==> src/sv/gem_pkg.sv <==
// gem_pkg: shared constants, register codes and the window type for the
// gradient edge magnitude block. Used by every module of the block.
// No dependencies.
package gem_pkg;

	localparam int MAX_WIDTH_DEF = 1024;
	localparam int MAX_HEIGHT = 4096;

	localparam int PIX_W = 8;
	localparam int ROW_W = 12;
	localparam int OUT_COL_W = 10;
	localparam int FW_W = 11;
	localparam int FH_W = 13;
	localparam int CW_W = 8;
	localparam int LB_W = 2 * PIX_W;

	localparam int CFG_IDX_W = 2;
	localparam int CFG_DATA_W = 13;

	localparam logic [CFG_IDX_W-1:0] REG_FRAME_WIDTH = 2'd0;
	localparam logic [CFG_IDX_W-1:0] REG_FRAME_HEIGHT = 2'd1;
	localparam logic [CFG_IDX_W-1:0] REG_CENTER_WEIGHT = 2'd2;

	localparam logic [FW_W-1:0] FRAME_WIDTH_RST = 11'd640;
	localparam logic [FH_W-1:0] FRAME_HEIGHT_RST = 13'd480;
	localparam logic [CW_W-1:0] CENTER_WEIGHT_RST = 8'd16;

	localparam logic [PIX_W-1:0] PIX_MAX = 8'd255;

	// 3x3 window taps, row then column; column 0 is the oldest
	typedef struct packed {
		logic [PIX_W-1:0] a00;
		logic [PIX_W-1:0] a10;
		logic [PIX_W-1:0] a20;
		logic [PIX_W-1:0] a01;
		logic [PIX_W-1:0] a21;
		logic [PIX_W-1:0] a02;
		logic [PIX_W-1:0] a12;
		logic [PIX_W-1:0] a22;
	} win_t;

endpackage

==> src/sv/gem_grad.sv <==
// gem_grad: vertical and horizontal gradients of one 3x3 window with a
// Q4.4 center weight, clamped absolute values and saturated sum.
// Depends on gem_pkg.
module gem_grad (
	input  gem_pkg::win_t                win,
	input  logic [gem_pkg::CW_W-1:0]     weight,
	output logic [gem_pkg::PIX_W-1:0]    mag
);

	localparam int PW = gem_pkg::PIX_W + gem_pkg::CW_W;
	localparam int SW = PW - 4;
	localparam int GW = SW + 2;

	logic [PW-1:0] p21, p01, p12, p10;
	logic [GW-1:0] v_pos, v_neg, h_pos, h_neg;
	logic signed [GW-1:0] gv, gh;
	logic [GW-1:0] av, ah;
	logic [gem_pkg::PIX_W-1:0] cv, ch;
	logic [gem_pkg::PIX_W:0] sum;

	always_comb begin
		p21 = PW'(win.a21) * PW'(weight);
		p01 = PW'(win.a01) * PW'(weight);
		p12 = PW'(win.a12) * PW'(weight);
		p10 = PW'(win.a10) * PW'(weight);

		v_pos = GW'(win.a20) + GW'(p21[PW-1:4]) + GW'(win.a22);
		v_neg = GW'(win.a00) + GW'(p01[PW-1:4]) + GW'(win.a02);
		h_pos = GW'(win.a02) + GW'(p12[PW-1:4]) + GW'(win.a22);
		h_neg = GW'(win.a00) + GW'(p10[PW-1:4]) + GW'(win.a20);

		gv = $signed(v_pos) - $signed(v_neg);
		gh = $signed(h_pos) - $signed(h_neg);
		av = gv[GW-1] ? GW'(-gv) : GW'(gv);
		ah = gh[GW-1] ? GW'(-gh) : GW'(gh);

		cv = (av > GW'(gem_pkg::PIX_MAX)) ? gem_pkg::PIX_MAX : av[gem_pkg::PIX_W-1:0];
		ch = (ah > GW'(gem_pkg::PIX_MAX)) ? gem_pkg::PIX_MAX : ah[gem_pkg::PIX_W-1:0];

		sum = {1'b0, cv} + {1'b0, ch};
		mag = sum[gem_pkg::PIX_W] ? gem_pkg::PIX_MAX : sum[gem_pkg::PIX_W-1:0];
	end

endmodule

==> config.mk <==
export PLATFORM = sky130hd
export DESIGN_NAME = gem_grad
export DESIGN_NICKNAME = d
export VERILOG_FILES = /design/src/sv/gem_pkg.sv /design/src/sv/gem_grad.sv
export SDC_FILE = /design/constraint.sdc
export NUM_CORES = 1
export LEC_CHECK = 0
export ABC_CLOCK_PERIOD_IN_PS = 15500
export BUFFER_PORTS_ARGS = -buffer_cell sky130_fd_sc_hd__buf_2
export CORE_MARGIN = 2
export CORE_UTILIZATION = 65
export DETAILED_ROUTE_END_ITERATION = 10
export PLACE_DENSITY = 0.9
export SLEW_MARGIN = 30
export SYNTH_ARGS = -nofsm -noshare
export SYNTH_HDL_FRONTEND = slang
export SYNTH_SLANG_ARGS = --single-unit
export TNS_END_PERCENT = 10
==> constraint.sdc <==
create_clock -name vclk -period 15.5
set_input_delay 1.55 -clock vclk [all_inputs]
set_output_delay 1.55 -clock vclk [all_outputs]
set_load 0.02 [all_outputs]
==> run summary <==
WS Path Type: in2out
relative slew slack: 56.2%
minimum clock period: 13190 ps
final sequential cell count: 0
post-synthesis sequential area ratio: 0%
Syn. warnings: 0
I/O Buffers: 80
post-synth top area share: 36.1%
CP Data Arrival Time: 11640 ps
crit path from: weight[4]
Die W: 138 µm
row count: 49
register area: 0 µm²
die height: 138 µm
Synth cell types: 57
DR vias/cell: 5.71
cell mode on critical path: fa_1
FILL cells: 1312
Gate Count Post-Synth: 1381
core area: 17800 µm²
gr usage total: 28.2%
hold slack: 4160 ps
Area Growth Syn to Fin: 4.99%
vias in the first global route: 10058
max cap viols: 0
fmax: 75.8 MHz
worst setup margin: 2310 ps
startpoint types: input port
Fin. Hold Viols: 0
CP max FO: 32
number of clock buffers in the layout: 0
hold buffer count at cts: 0
cell taking the most area after synthesis: fa_1
CP peak stage delay: 560 ps
placed insts: 1663
final HPWL from detailed placement: 23.0 mm
initial antenna violation count: 0
NumNets Final: 1901
final WL: 26.4 mm
crit path to: mag[5]
vias: 9509
largest net degree at the start of global routing: 33
total die area: 19100 µm²
DR DRC count: 0
Worst Path Required: 13950 ps
fin cells: 1665
top post-synthesis cells by area: fa_1 (36%), ha_1 (19%), inv_1 (9.1%), and2_1 (8.3%), nand2_1 (4.7%)
gp weighted congestion: 0.979
Post-Syn Area per Cell: 8.48 µm²
Critical-path top delay cell: fa_1
mapped cell area: 11700 µm²
share of cells above drive strength 1: 6.56%
drt initial violations: 579
unrepaired setup endpoints after global routing: false
Syn Nets: 1846
DRT antenna net count: 0
First-pass DRT Iterations: 4
worst min path class: in2out
I/O pin cnt: 80
Routed wire per std cell: 15.9 µm
Finish-stage setup viols: 0
fin. max-slew vios: 0
first-pass GRT wire length: 45.1 mm
status: complete, no violations
Starting Density: 65.6%
crit end category: output port
Post-CTS Setup Bufs: 0
total gr overflow: 0
dpl ws: 2410 ps
Tcrit/Tclk final: 85.1%
Worst Max-Slew Pin Slew: 658 ps
post-CTS resize count: 0
Setup TNS: 0 ps
==> layout make-up <==
type / count / area, µm² / share of cell area, %
Timing Repair Buffer: 80 / 400 / 3.26
Multi-Input combinational cell: 1069 / 10500 / 85.7
Tap cell: 229 / 287 / 2.33
Inverter: 285 / 1070 / 8.70
Antenna cell: 2 / 5.00 / 0.0407
==> worst min-delay path by stage <==
stage	startpoint	endpoint	slack, ps	cells past startpoint
after floorplan	win[0]	mag[0]	3920	5
after global placement	win[0]	mag[0]	4170	7
after detailed placement	win[0]	mag[0]	4190	7
after CTS	win[0]	mag[0]	4190	7
after global routing	win[0]	mag[0]	4250	7
final	win[0]	mag[0]	4160	7
==> metal layers <==
metal / vias up / wire (µm) / global-route usage, %
li1: 4439 / - / -
met1: 4674 / 11200 / 36.2
met2: 338 / 13000 / 51.3
met3: 58 / 1420 / 1.59
met4: 0 / 792 / 8.65
met5: - / 0 / 0
==> worst max-delay path, delay by kind of cell <==
family | cells | cell delay (ps)
buf+inv | 5 | 870
simple gates | 8 | 1370
compound gates | 13 | 2770
fa+ha+maj | 11 | 4790
xor+xnor | 1 | 260
==> cell usage in the layout (no fill, tap or decap), drive strengths merged, types with 2 or more instances in the layout <==
cell type and n:
a31oi 2, o21a 7, nand2b 16, xor2 25
o211ai 9, a31o 2, o31a 2, o21bai 9
nand3b 5, xnor2 54, a21o 13, a41oi 9
nand2 147, diode 2, a211oi 6, buf 80
mux2i 3, ha 182, or4 4, nand3 22
a21oi 46, and2 156, nor3b 3, or2 2
nor2 33, o21ai 41, or4b 2, fa 211
nor2b 13, inv 285, nand4 2, nand4b 3
nor3 17, or3 10
==> cell families after synthesis <==
| family | after synthesis | synth area share, % |
|---|---|---|
| buffers and inverters | 312 | 10.1 |
| XOR/XNOR | 79 | 5.91 |
| adder cells (fa/ha/maj) | 393 | 55.5 |
| AO/OA/AOI/OAI | 154 | 8.52 |
| multiplexers | 4 | 0.385 |
| AND/OR/NAND/NOR | 439 | 19.6 |
==> synth_stat cells, drive strengths merged, types with 17 or more instances <==
master	number
inv	285
fa	211
ha	182
and2	156
nand2	147
xnor2	54
a21oi	46
o21ai	41
nor2	33
xor2	25
clkbuf	24
nand3	22
nor3	17
==> per-stage QoR <==
step	cell area (µm²)	utilization [%]
after global placement	12300	68.9
after floorplan	11700	-
after global routing	12300	68.9
final	12300	68.9
after detailed placement	12300	68.9
after CTS	12300	68.9
Power is left out: the tool's default activity adds up to more than one toggle a clock period on the data nets, which glitch-free logic cannot reach.
